### src/design/cis_pkg.sv
`timescale 1ns / 1ps
// ----------------------------------------------------------------------------
// Cone isolation sum package
// Shared widths, codes, word layouts and the controller/datapath interface.
// ----------------------------------------------------------------------------
package cis_pkg;

    localparam int PT_W       = 16;
    localparam int ETA_W      = 13;
    localparam int PHI_W      = 12;
    localparam int ID_W       = 16;
    localparam int EDGE_W     = 12;
    localparam int SUM_W      = 24;
    localparam int RATIO_W    = 20;
    localparam int NUM_W      = 35;
    localparam int CFG_IDX_W  = 3;
    localparam int CFG_DATA_W = 24;
    localparam int S_TDATA_W  = 88;
    localparam int S_TUSER_W  = 2;
    localparam int M_TDATA_W  = 144;
    localparam int OBJ_W      = 59;
    localparam int RHO_W      = 40;

    localparam logic [SUM_W-1:0]   SUM_SAT   = '1;
    localparam logic [RATIO_W-1:0] RATIO_SAT = '1;

    localparam logic [CFG_IDX_W-1:0] CFG_DR_MAX_SQ    = 3'd0;
    localparam logic [CFG_IDX_W-1:0] CFG_DR_MIN_SQ    = 3'd1;
    localparam logic [CFG_IDX_W-1:0] CFG_PT_MIN       = 3'd2;
    localparam logic [CFG_IDX_W-1:0] CFG_PT_SUM_MAX   = 3'd3;
    localparam logic [CFG_IDX_W-1:0] CFG_PT_RATIO_MAX = 3'd4;
    localparam logic [CFG_IDX_W-1:0] CFG_RHO_AREA     = 3'd5;
    localparam logic [CFG_IDX_W-1:0] CFG_MODE_FLAGS   = 3'd6;

    localparam int MODE_SUM_CUT = 0;
    localparam int MODE_RHO     = 1;
    localparam int MODE_MINI    = 2;

    typedef enum logic [1:0] {
        OP_CLEAR    = 2'd0,
        OP_LOAD_OBJ = 2'd1,
        OP_LOAD_RHO = 2'd2,
        OP_EVAL     = 2'd3
    } op_t;

    typedef struct packed {
        logic [23:0] dr_max_sq;
        logic [23:0] dr_min_sq;
        logic [15:0] pt_min;
        logic [23:0] pt_sum_max;
        logic [19:0] pt_ratio_max;
        logic [15:0] rho_area;
        logic [2:0]  mode_flags;
    } cfg_t;

    // Input word layout, last field in the lowest bits.
    typedef struct packed {
        logic [EDGE_W-1:0]       edge_high;
        logic [EDGE_W-1:0]       edge_low;
        logic [ID_W-1:0]         object_id;
        logic                    pileup;
        logic                    charged;
        logic [PHI_W-1:0]        phi;
        logic signed [ETA_W-1:0] eta;
        logic [PT_W-1:0]         pt;
    } in_item_t;

    typedef struct packed {
        logic [ID_W-1:0]         id;
        logic                    pileup;
        logic                    charged;
        logic [PHI_W-1:0]        phi;
        logic signed [ETA_W-1:0] eta;
        logic [PT_W-1:0]         pt;
    } obj_t;

    typedef struct packed {
        logic [EDGE_W-1:0] hi;
        logic [EDGE_W-1:0] lo;
        logic [PT_W-1:0]   rho;
    } rho_t;

    typedef struct packed {
        logic clear;
        logic load_obj;
        logic load_rho;
        logic rho_start;
        logic obj_start;
        logic corr_mul;
        logic corr_sum;
        logic pass_eval;
        logic div_start;
        logic div_sel_rc;
        logic out_load;
    } cmd_t;

    typedef struct packed {
        logic rho_done;
        logic obj_done;
        logic div_done;
        logic out_busy;
    } status_t;

    function automatic logic [SUM_W-1:0] sat_add(input logic [SUM_W-1:0] a,
                                                 input logic [PT_W-1:0] b);
        logic [SUM_W:0] s;
        s = {1'b0, a} + {{(SUM_W+1-PT_W){1'b0}}, b};
        return s[SUM_W] ? SUM_SAT : s[SUM_W-1:0];
    endfunction

endpackage

### src/design/cis_ctrl.sv
`timescale 1ns / 1ps
// ----------------------------------------------------------------------------
// Cone isolation sum controller
// Sequences clears, table loads and the steps of one candidate evaluation.
// ----------------------------------------------------------------------------
module cis_ctrl (
    input  logic              aclk,
    input  logic              aresetn,
    input  logic              s_tvalid,
    input  cis_pkg::op_t      op,
    input  logic              m_tready,
    input  cis_pkg::status_t  status,
    output logic              s_tready,
    output cis_pkg::cmd_t     cmd
);
    import cis_pkg::*;

    typedef enum logic [3:0] {
        IDLE,
        RHO_START,
        RHO_SCAN,
        OBJ_START,
        OBJ_SCAN,
        CORR_MUL,
        CORR_SUM,
        DB_START,
        DB_WAIT,
        RC_START,
        RC_WAIT,
        OUT
    } state_t;

    state_t state_reg, state_next;
    cmd_t   cmd_reg, cmd_next;
    logic   ready_reg, ready_next;

    always_comb begin
        state_next = state_reg;
        cmd_next   = '0;
        case (state_reg)
            IDLE: begin
                if (s_tvalid) begin
                    case (op)
                        OP_CLEAR:    cmd_next.clear = 1'b1;
                        OP_LOAD_OBJ: cmd_next.load_obj = 1'b1;
                        OP_LOAD_RHO: cmd_next.load_rho = 1'b1;
                        OP_EVAL: begin
                            cmd_next.rho_start = 1'b1;
                            state_next = RHO_START;
                        end
                        default: state_next = IDLE;
                    endcase
                end
            end
            RHO_START: state_next = RHO_SCAN;
            RHO_SCAN: begin
                if (status.rho_done) begin
                    cmd_next.obj_start = 1'b1;
                    state_next = OBJ_START;
                end
            end
            OBJ_START: state_next = OBJ_SCAN;
            OBJ_SCAN: begin
                if (status.obj_done) begin
                    cmd_next.corr_mul = 1'b1;
                    state_next = CORR_MUL;
                end
            end
            CORR_MUL: begin
                cmd_next.corr_sum = 1'b1;
                state_next = CORR_SUM;
            end
            CORR_SUM: begin
                cmd_next.div_start = 1'b1;
                cmd_next.pass_eval = 1'b1;
                state_next = DB_START;
            end
            DB_START: state_next = DB_WAIT;
            DB_WAIT: begin
                if (status.div_done) begin
                    cmd_next.div_start  = 1'b1;
                    cmd_next.div_sel_rc = 1'b1;
                    state_next = RC_START;
                end
            end
            RC_START: state_next = RC_WAIT;
            RC_WAIT: begin
                if (status.div_done) begin
                    state_next = OUT;
                end
            end
            OUT: begin
                if (!status.out_busy || m_tready) begin
                    cmd_next.out_load = 1'b1;
                    state_next = IDLE;
                end
            end
            default: state_next = IDLE;
        endcase
        ready_next = (state_next == IDLE);
    end

    always_ff @(posedge aclk) begin
        if (!aresetn) begin
            state_reg <= IDLE;
            cmd_reg   <= '0;
            ready_reg <= 1'b1;
        end else begin
            state_reg <= state_next;
            cmd_reg   <= cmd_next;
            ready_reg <= ready_next;
        end
    end

    assign s_tready = ready_reg;
    assign cmd      = cmd_reg;

endmodule

### config.mk
export PLATFORM = sky130hd
export DESIGN_NAME = cis_ctrl
export DESIGN_NICKNAME = d
export VERILOG_FILES = /design/src/design/cis_pkg.sv /design/src/design/cis_ctrl.sv
export SDC_FILE = /design/constraint.sdc
export NUM_CORES = 1
export LEC_CHECK = 0
export ABC_CLOCK_PERIOD_IN_PS = 2000
export BUFFER_PORTS_ARGS = -buffer_cell sky130_fd_sc_hd__buf_4
export CAP_MARGIN = 30
export CORE_AREA = 10 10 49 51
export CTS_CLUSTER_SIZE = 14
export DETAILED_ROUTE_END_ITERATION = 8
export DIE_AREA = 0 0 59 61
export PLACE_DENSITY_LB_ADDON = 0.08
export SYNTH_ARGS = -nofsm -noshare
export SYNTH_HDL_FRONTEND = slang
export SYNTH_SLANG_ARGS = --single-unit
### constraint.sdc
create_clock -name aclk -period 2 [get_ports aclk]
set_input_delay 0.1 -clock aclk [delete_from_list [all_inputs] [get_ports aclk]]
set_output_delay 0.1 -clock aclk [all_outputs]
set_load 0.05 [all_outputs]
==> qor.csv, run 1 <==
metric;value;unit
status;finished, final reports clean;
global-route usage over all layers;0.0816;
area share of the largest cell type after synthesis;0.497;
RR Startpoint;state_reg[2]$_SDFF_PN0_;
Iteration-0 DRC Markers;7;
routed len/inst;12.5;µm
critical path launch point type;flop;
count of buffer and inverter cells on the critical path;0;
Synth Register Bits;16;
clock period minus worst slack;1.53;ns
post-route ant nets;0;
Critical Path Fanout Max;10;
Largest register FFs;11;
worst hold path class;in2reg;
chip height;61;µm
clock buffer count from CTS;3;
GRT overflow;0;
CP required;2.19;ns
area grow syn2layout;30.5;%
final setup fails;0;
most frequent cell after synthesis;dfxtp_1;
RSZ-0062 raised after global routing;false;
Peak VDD IR;0.378;mV
Post-synth top cells;16 x dfxtp_1, 11 x nand2_1, 6 x nor2_1;
Worst Hold Launch;status[2];
Final Cycle Share;0.767;
row count;14;
leak pwr;0.373;nW
Die W;59;µm
Net count, final;103;
# IOs;22;
Slew Limit Headroom;0.789;
crit path kind;reg2reg;
vias per cell;4.81;
Util after Layout;0.571;
Reg2Reg Setup Slack;0.47;ns
die area;0.00360;mm²
WP depth;4;
clock root cell;clkbuf_4;
Clock Skews;0.00462;ns
crit path cell chain;or4b_4 -> nor3_2 -> a31oi_1 -> a21o_1;
Ys Warns;0;
clk sinks;16;
WL final;1.35;mm
GPL Wtd Cong;0.808;
part of the Yosys area used for sequential elements;0.497;
DRC viols;0;
predominant post-synthesis flop cell;dfxtp_1;
PortBufs;21;
H-tree level count;1;
Netlist cell types;28;
vias in the first global route;521;
setup TNS;0;ns
Clk pin slew, worst setup/hold paths;0.09;ns
WHS Path Cells;3;
asr flop ratio synth;0;
number of diodes;0;
Worst path top cell family by delay;simple AND/OR/NAND/NOR gates;
clock buffer depth;2;
Worst R2R End;s_tready$_SDFF_PN1_;
actual slew at the worst max-slew pin;0.316;ns
initial antenna violation count;0;
largest cells by area after synthesis;dfxtp_1 50%, nand2_1 6.4%, nor3_1 3.9%;
final hold vios;0;
Core Region;0.00147;mm²
worst skew pair latency;0.28;ns
Slowest cell on crit path;or4b_4;
largest net degree at the start of global routing;12;
first-pass GRT wire length;2.24;mm
pins over their slew limit;0;
Post-CTS Setup Inserts;0;
Avg Cell Area, Syn;9.34;µm²
Synthesized Nets;79;
# Max-Cap Violations;0;
CTS tree;built;
CP endpoint kind;flop;
EDFF count, synth;0;
HPWL after DPL;1.05;mm
fmax;652;MHz
crit path DAT;1.73;ns
layout cells sized above 1;0.337;
Vias;519;
pwr/cell area;733;mW/mm²
Hold EP;cmd[5]$_SDFF_PN0_;
post-synth top area cell;dfxtp_1;
cells after synthesis;69;
CP max stage delay;0.58;ns
number of detailed-route iterations in the first pass;4;
synthesized area;644;µm²
Starting Density;0.438;
cells on worst reg2reg path;4;
-- final cells by class --
type | instances | area, µm²
fillers | 144 | 631
flip-flops and latches | 16 | 320
multi-input cells | 48 | 283
repair buffers | 23 | 178
clock buffers | 4 | 36.3
well taps | 16 | 20.0
inverters | 1 | 3.75
-- cells in the final DEF, fill, tap and decap left out --
cell type and n:
xor2_1 1, buf_4 21, inv_1 1, and3_1 1, nor3_1 5, nor3_2 1
nor2_1 6, nand2b_4 1, nor4_1 1, or2_2 1, clkbuf_4 3, nor3b_1 3
mux2_2 1, or4b_4 1, o21a_1 1, a31oi_1 1, nand2_1 11, nand2b_1 1
nand4b_1 1, a21o_1 1, a21oi_1 4, dlygate4sd3_1 2, nor2b_1 2, o21bai_1 1
dfxtp_1 16, and2b_2 1, clkbuf_8 1, o21ai_0 2
-- kinds of logic (layout without fill, tap and decap cells) --
| family | after synthesis | after routing | synth area share |
|---|---|---|---|
| AND/OR/NAND/NOR | 36 | 36 | 0.317 |
| flip-flops | 16 | 16 | 0.497 |
| AO/OA/AOI/OAI | 10 | 10 | 0.0913 |
| buffers and inverters | 5 | 28 | 0.0641 |
| XOR/XNOR | 1 | 1 | 0.0136 |
| multiplexers | 1 | 1 | 0.0175 |
-- report_power, final --
part,internal [mW],switching (mW),total [mW]
logic,0.0362,0.0383,0.0745
registers,0.325,0.00655,0.331
clock network,0.111,0.0993,0.210
total,0.472,0.144,0.616
-- worst register-to-register path: cells and delay by family (launching register included) --
family | cells | cell delay (ns)
AO/OA/AOI/OAI | 2 | 0.28
flip-flops | 1 | 0.41
AND/OR/NAND/NOR | 2 | 0.75
-- layer usage --
layer | global-route usage | share of wire | vias to the layer above
met2 | 0.119 | 0.40 | 23
met5 | 0 | 0 | -
met4 | 0.0590 | 0.020 | 0
met1 | 0.0864 | 0.46 | 211
met3 | 0.0480 | 0.11 | 4
li1 | - | - | 281
-- through the flow --
stage | total power, mW | cells | setup WS (ns) | area, µm² | hold WS, ns
after floorplan | 0.386 | 69 | 0.553 | 644 | 0.172
after global routing | 0.645 | 108 | 0.391 | 841 | 0.0344
after global placement | 0.410 | 102 | 0.511 | 785 | 0.295
after CTS | 0.626 | 108 | 0.460 | 841 | 0.0449
after detailed placement | 0.411 | 102 | 0.472 | 785 | 0.296
final | 0.616 | 108 | 0.466 | 841 | 0.0485
-- timing repair --
item,CTS,global route
resized for setup,0,0
hold buffers,2,0
endpoints found under the hold margin,3,0
-- how the worst max path moves through the flow --
stage                            start                  end  slack [ns]
2_1_floorplan  state_reg[2]$_SDFF_PN0_  s_tready$_SDFF_PN1_        0.55
3_3_place_gp   state_reg[2]$_SDFF_PN0_  s_tready$_SDFF_PN1_        0.51
3_5_place_dp   state_reg[2]$_SDFF_PN0_  s_tready$_SDFF_PN1_        0.47
4_1_cts        state_reg[2]$_SDFF_PN0_  s_tready$_SDFF_PN1_        0.46
5_1_grt        state_reg[2]$_SDFF_PN0_  s_tready$_SDFF_PN1_        0.39
6_report       state_reg[2]$_SDFF_PN0_  s_tready$_SDFF_PN1_        0.47
Power figures use the tool's default switching activity.
==> run 2, diff against run 1 <==
ABC_CLOCK_PERIOD_IN_PS = 1300   (was 2000)
CORE_AREA = 10 10 51 53   (was 10 10 49 51)
DIE_AREA = 0 0 61 63   (was 0 0 59 61)
clock period = 1.3 ns   (was 2 ns; I/O delays follow)
==> run 2 against run 1 <==
The flow now finishes with violations (setup timing); power rose by 55%; sequential share of layout area fell by 2.5 points; critical path depth stayed put; design area rose by 7.3%; cell count up 5.6%; wire length grew 7.8%; combinational power up 84%; worst hold slack got worse by 0.023 ns; clock power is 50% higher; critical endpoint unchanged; largest power group unchanged; highest routed layer unchanged.
==> qor.csv, run 2 (synthesis results as in run 1) <==
metric;value;unit
status;finished with violations;
failing checks;setup timing;
# Max-Cap Violations;0;
Worst R2R End;s_tready$_SDFF_PN1_;
clock buffer depth;2;
vias per cell;4.94;
CP max stage delay;0.56;ns
Design Area, Final;902;µm²
row count;15;
Iteration-0 DRC Markers;5;
initial antenna violation count;0;
global-route usage over all layers;0.0814;
pwr/cell area;1060;mW/mm²
die area;0.00384;mm²
clock buffer count from CTS;3;
largest net degree at the start of global routing;11;
area grow syn2layout;40.0;%
Placed Area;828;µm²
final setup fails;1;
Worst Hold Launch;status[2];
Die W;61;µm
slack of the critical path;-0.0369;ns
layout cells sized above 1;0.402;
crit path cell chain;or4b_4 -> nor3_4 -> a31oi_2 -> a21o_1;
RSZ-0062 raised after global routing;true;
clk sinks;16;
most frequent cells in the layout;25 x buf_4, 15 x dfxtp_1, 11 x nand2_1;
Final Cycle Share;1.03;
Largest register FFs;11;
PortBufs;21;
chip height;63;µm
Util after Layout;0.546;
H-tree level count;1;
WP depth;4;
Slew Limit Headroom;0.820;
vias in the first global route;571;
filler instances;180;
clock period minus worst slack;1.34;ns
count of buffer and inverter cells on the critical path;0;
dpl ws;0.00561;ns
first-pass GRT wire length;2.49;mm
fmax;748;MHz
leak pwr;0.402;nW
placed cell count;108;
beginning of the critical path;state_reg[1]$_SDFF_PN0_;
Worst path top cell family by delay;simple AND/OR/NAND/NOR gates;
pins over their slew limit;0;
Peak VDD IR;0.520;mV
post-route ant nets;0;
WL final;1.46;mm
worst hold path class;in2reg;
worst skew pair latency;0.28;ns
Critical Path Fanout Max;3;
non-filler cells, final;114;
Core Region;0.00165;mm²
routed len/inst;12.8;µm
crit path DAT;1.52;ns
number of diodes;0;
total power;0.956;mW
GRT overflow;0;
clock root cell;clkbuf_4;
Clk pin slew, worst setup/hold paths;0.09;ns
Starting Density;0.390;
HPWL after DPL;1.16;mm
number of detailed-route iterations in the first pass;4;
critical path launch point type;flop;
Vias;563;
# IOs;22;
GPL Wtd Cong;0.779;
Slowest cell on crit path;or4b_4;
CP endpoint kind;flop;
Reg2Reg Setup Slack;-0.04;ns
commonest non-fill, non-tap cell in the layout;buf_4;
Net count, final;108;
DRC viols;0;
CTS tree;built;
Clock Skews;0.00380;ns
CP required;1.48;ns
Worst setup endpoint;s_tready$_SDFF_PN1_;
Post-CTS Setup Inserts;0;
final hold vios;0;
actual slew at the worst max-slew pin;0.269;ns
RR Startpoint;state_reg[1]$_SDFF_PN0_;
crit path kind;reg2reg;
cells on worst reg2reg path;4;
==> run 2: cell types whose count changed in the layout (fill, tap and decap cells not counted) <==
cell	delta
buf_4	+4
nor3b_1	-1
buf_6	+1
nor3_4	+1
a31oi_2	+1
dfxtp_2	+1
dfxtp_1	-1
nor3b_2	+1
nor3_2	-1
a31oi_1	-1
==> run 2: report_power, final <==
group | internal [mW] | total, mW | switching, mW
Combinational | 0.0644 | 0.137 | 0.0721
Sequential | 0.500 | 0.504 | 0.00374
Clock | 0.170 | 0.316 | 0.146
==> run 2: tightest hold or removal path, cell delays in order <==
cell	delay (ns)
buf_4	0.11
nand2_1	0.05
nor2_1	0.04
==> run 2: metrics by stage <==
stage                     setup TNS, ns  hold slack (ns)
after floorplan                 -0.0597            0.135
after global placement                0            0.261
after detailed placement              0            0.265
after CTS                       -0.0129           0.0184
after global routing             -0.169           0.0368
final                           -0.0369           0.0259
==> run 2: worst min-delay path by stage <==
stage,to,cells after the start
floorplan,cmd[9]$_SDFF_PN0_,1
global placement,cmd[8]$_SDFF_PN0_,2
detailed placement,cmd[10]$_SDFF_PN0_,2
CTS,cmd[5]$_SDFF_PN0_,3
global route,cmd[5]$_SDFF_PN0_,3
finish,cmd[5]$_SDFF_PN0_,3
==> run 2: layout make-up <==
type                    count  area [µm²]  share of cell area
flip-flops and latches     16         322               0.356
multi-input cells          48         300               0.333
repair buffers             28         219               0.243
clock buffers               4        36.3              0.0402
well taps                  17        21.3              0.0236
inverters                   1        3.75             0.00416
==> run 2: per-layer routing <==
metal | vias up | track usage | part of all wire
met2 | 21 | 0.115 | 0.44
met4 | 0 | 0.0330 | 0.0082
met1 | 253 | 0.0993 | 0.43
met3 | 2 | 0.0427 | 0.11
met5 | - | 0 | 0
li1 | 287 | - | -
==> run 2: timing repair <==
item	4_1_cts	5_1_grt
endpoints found under the hold margin	3	0
resized for setup	0	4
setup endpoints to repair	1	2
hold buffers	2	0
pin swaps	0	1
==> run 3, diff against run 2 <==
CORE_AREA = 10 10 49 51   (was 10 10 51 53)
CTS_BUF_LIST = sky130_fd_sc_hd__clkbuf_4 sky130_fd_sc_hd__clkbuf_8   (was not set)
DIE_AREA = 0 0 59 61   (was 0 0 61 63)
==> run 3 against run 2 <==
The run still ends with setup timing left; critical path depth stayed put; combinational power about the same; wire length is 3.8% lower; sequential power about the same; design area up 0.55%; die area decreased by 6.3%; clock-buffer cell count unchanged; fmax rose by 0.10%; largest power group unchanged.
==> qor.csv, run 3 (synthesis results as in run 1) <==
metric;value;unit
status;finished with violations;
failing checks;setup timing;
vias in the first global route;566;
Clock Skews;0.000702;ns
Clk pin slew, worst setup/hold paths;0.09;ns
slack of the critical path;-0.0355;ns
row count;14;
setup TNS;-0.0355;ns
fmax;749;MHz
Die W;59;µm
pwr/cell area;1070;mW/mm²
CP required;1.50;ns
Worst path top cell family by delay;simple AND/OR/NAND/NOR gates;
WL final;1.40;mm
CP max stage delay;0.55;ns
HPWL after DPL;1.08;mm
Post-CTS Setup Inserts;0;
count of buffer and inverter cells on the critical path;0;
crit path kind;reg2reg;
GRT overflow;0;
global-route usage over all layers;0.0876;
worst skew pair latency;0.29;ns
initial antenna violation count;0;
Net count, final;110;
most frequent cells in the layout;27 x buf_4, 16 x dfxtp_1, 11 x nand2_1;
largest net degree at the start of global routing;11;
DRC viols;0;
CTS tree;built;
post-route ant nets;0;
number of diodes;0;
final hold slack;0.00982;ns
Starting Density;0.438;
Slowest cell on crit path;or4b_4;
H-tree level count;1;
Largest register FFs;11;
die area;0.00360;mm²
vias per cell;4.77;
actual slew at the worst max-slew pin;0.248;ns
final hold vios;0;
clock buffer depth;2;
area grow syn2layout;40.8;%
# IOs;22;
RSZ-0062 raised after global routing;true;
clock buffer count from CTS;3;
layout cells sized above 1;0.394;
GPL Wtd Cong;0.885;
Core Region;0.00147;mm²
routed len/inst;12.2;µm
Vias;549;
# Max-Cap Violations;0;
critical path launch point type;flop;
PortBufs;21;
Peak VDD IR;0.749;mV
Final Cycle Share;1.03;
worst hold path class;in2reg;
first-pass GRT wire length;2.37;mm
clk sinks;16;
leak pwr;0.409;nW
CP endpoint kind;flop;
final setup fails;1;
crit path DAT;1.53;ns
clock root cell;clkbuf_4;
Iteration-0 DRC Markers;11;
commonest non-fill, non-tap cell in the layout;buf_4;
pins over their slew limit;0;
clock period minus worst slack;1.34;ns
Slew Limit Headroom;0.834;
crit path cell chain;or4b_4 -> nor3_2 -> a31oi_2 -> a21o_1;
number of detailed-route iterations in the first pass;4;
chip height;61;µm
Critical Path Fanout Max;3;
## run 3: cell count changes in the layout (fill, tap and decap cells not counted), sizes merged
| cell | before | now |
|---|---|---|
| buf | 26 | 27 |
| dlygate4sd3 | 2 | 3 |
## run 3: layout make-up
class                      instances  area [µm²]
clock buffer                       4        36.3
fill                             135         564
inverter                           1        3.75
multi-input combinational         48         294
sequential                        16         320
tap                               16        20.0
timing repair buffer              30         233
## run 3: worst reg2reg max path, stage by stage, from the launching register on
cell     delay (ns)
dfxtp_1        0.32
or4b_4         0.55
nor3_2         0.15
a31oi_2        0.06
a21o_1         0.16
## run 3: report_power, final
part           total (mW)  switching, mW  internal, mW
registers           0.503        0.00311         0.500
logic               0.138         0.0698        0.0681
clock network       0.334          0.163         0.171
## run 3: layer usage
layer / track usage / vias to the layer above / wire (µm)
li1: - / 293 / -
met1: 0.0890 / 225 / 593
met2: 0.131 / 23 / 612
met3: 0.0459 / 8 / 145
met4: 0.0754 / 0 / 50
met5: 0 / - / 0
## run 3: path summary, 6_finish.rpt
kind,startpoint,end,slack [ns],cells past startpoint
worst max-delay path,state_reg[1]$_SDFF_PN0_,s_tready$_SDFF_PN1_,-0.04,4
worst min-delay path,status[1],cmd[1]$_SDFF_PN0_,0.01,3
worst max register to register,state_reg[1]$_SDFF_PN0_,s_tready$_SDFF_PN1_,-0.04,4
worst min register to register,state_reg[0]$_SDFF_PN0_,cmd[6]$_SDFF_PN0_,0.60,2
## run 3: timing repair
action / in CTS / in global routing
endpoints found under the hold margin: 4 / 0
hold buffers: 3 / 0
resized for setup: 0 / 1
endpoints found under the setup margin: 1 / 4
## run 3: per-stage QoR
| stage | instance area (µm²) | cells | setup WS, ns | total power [mW] | utilization |
|---|---|---|---|---|---|
| floorplan | 653 | 69 | -0.0597 | 0.596 | - |
| global placement | 835 | 108 | 0.00598 | 0.645 | 0.567 |
| detailed placement | 835 | 108 | -0.00424 | 0.644 | 0.567 |
| CTS | 901 | 115 | -0.0242 | 0.979 | 0.612 |
| global route | 907 | 115 | -0.113 | 1.01 | 0.616 |
| finish | 907 | 115 | -0.0355 | 0.975 | 0.616 |
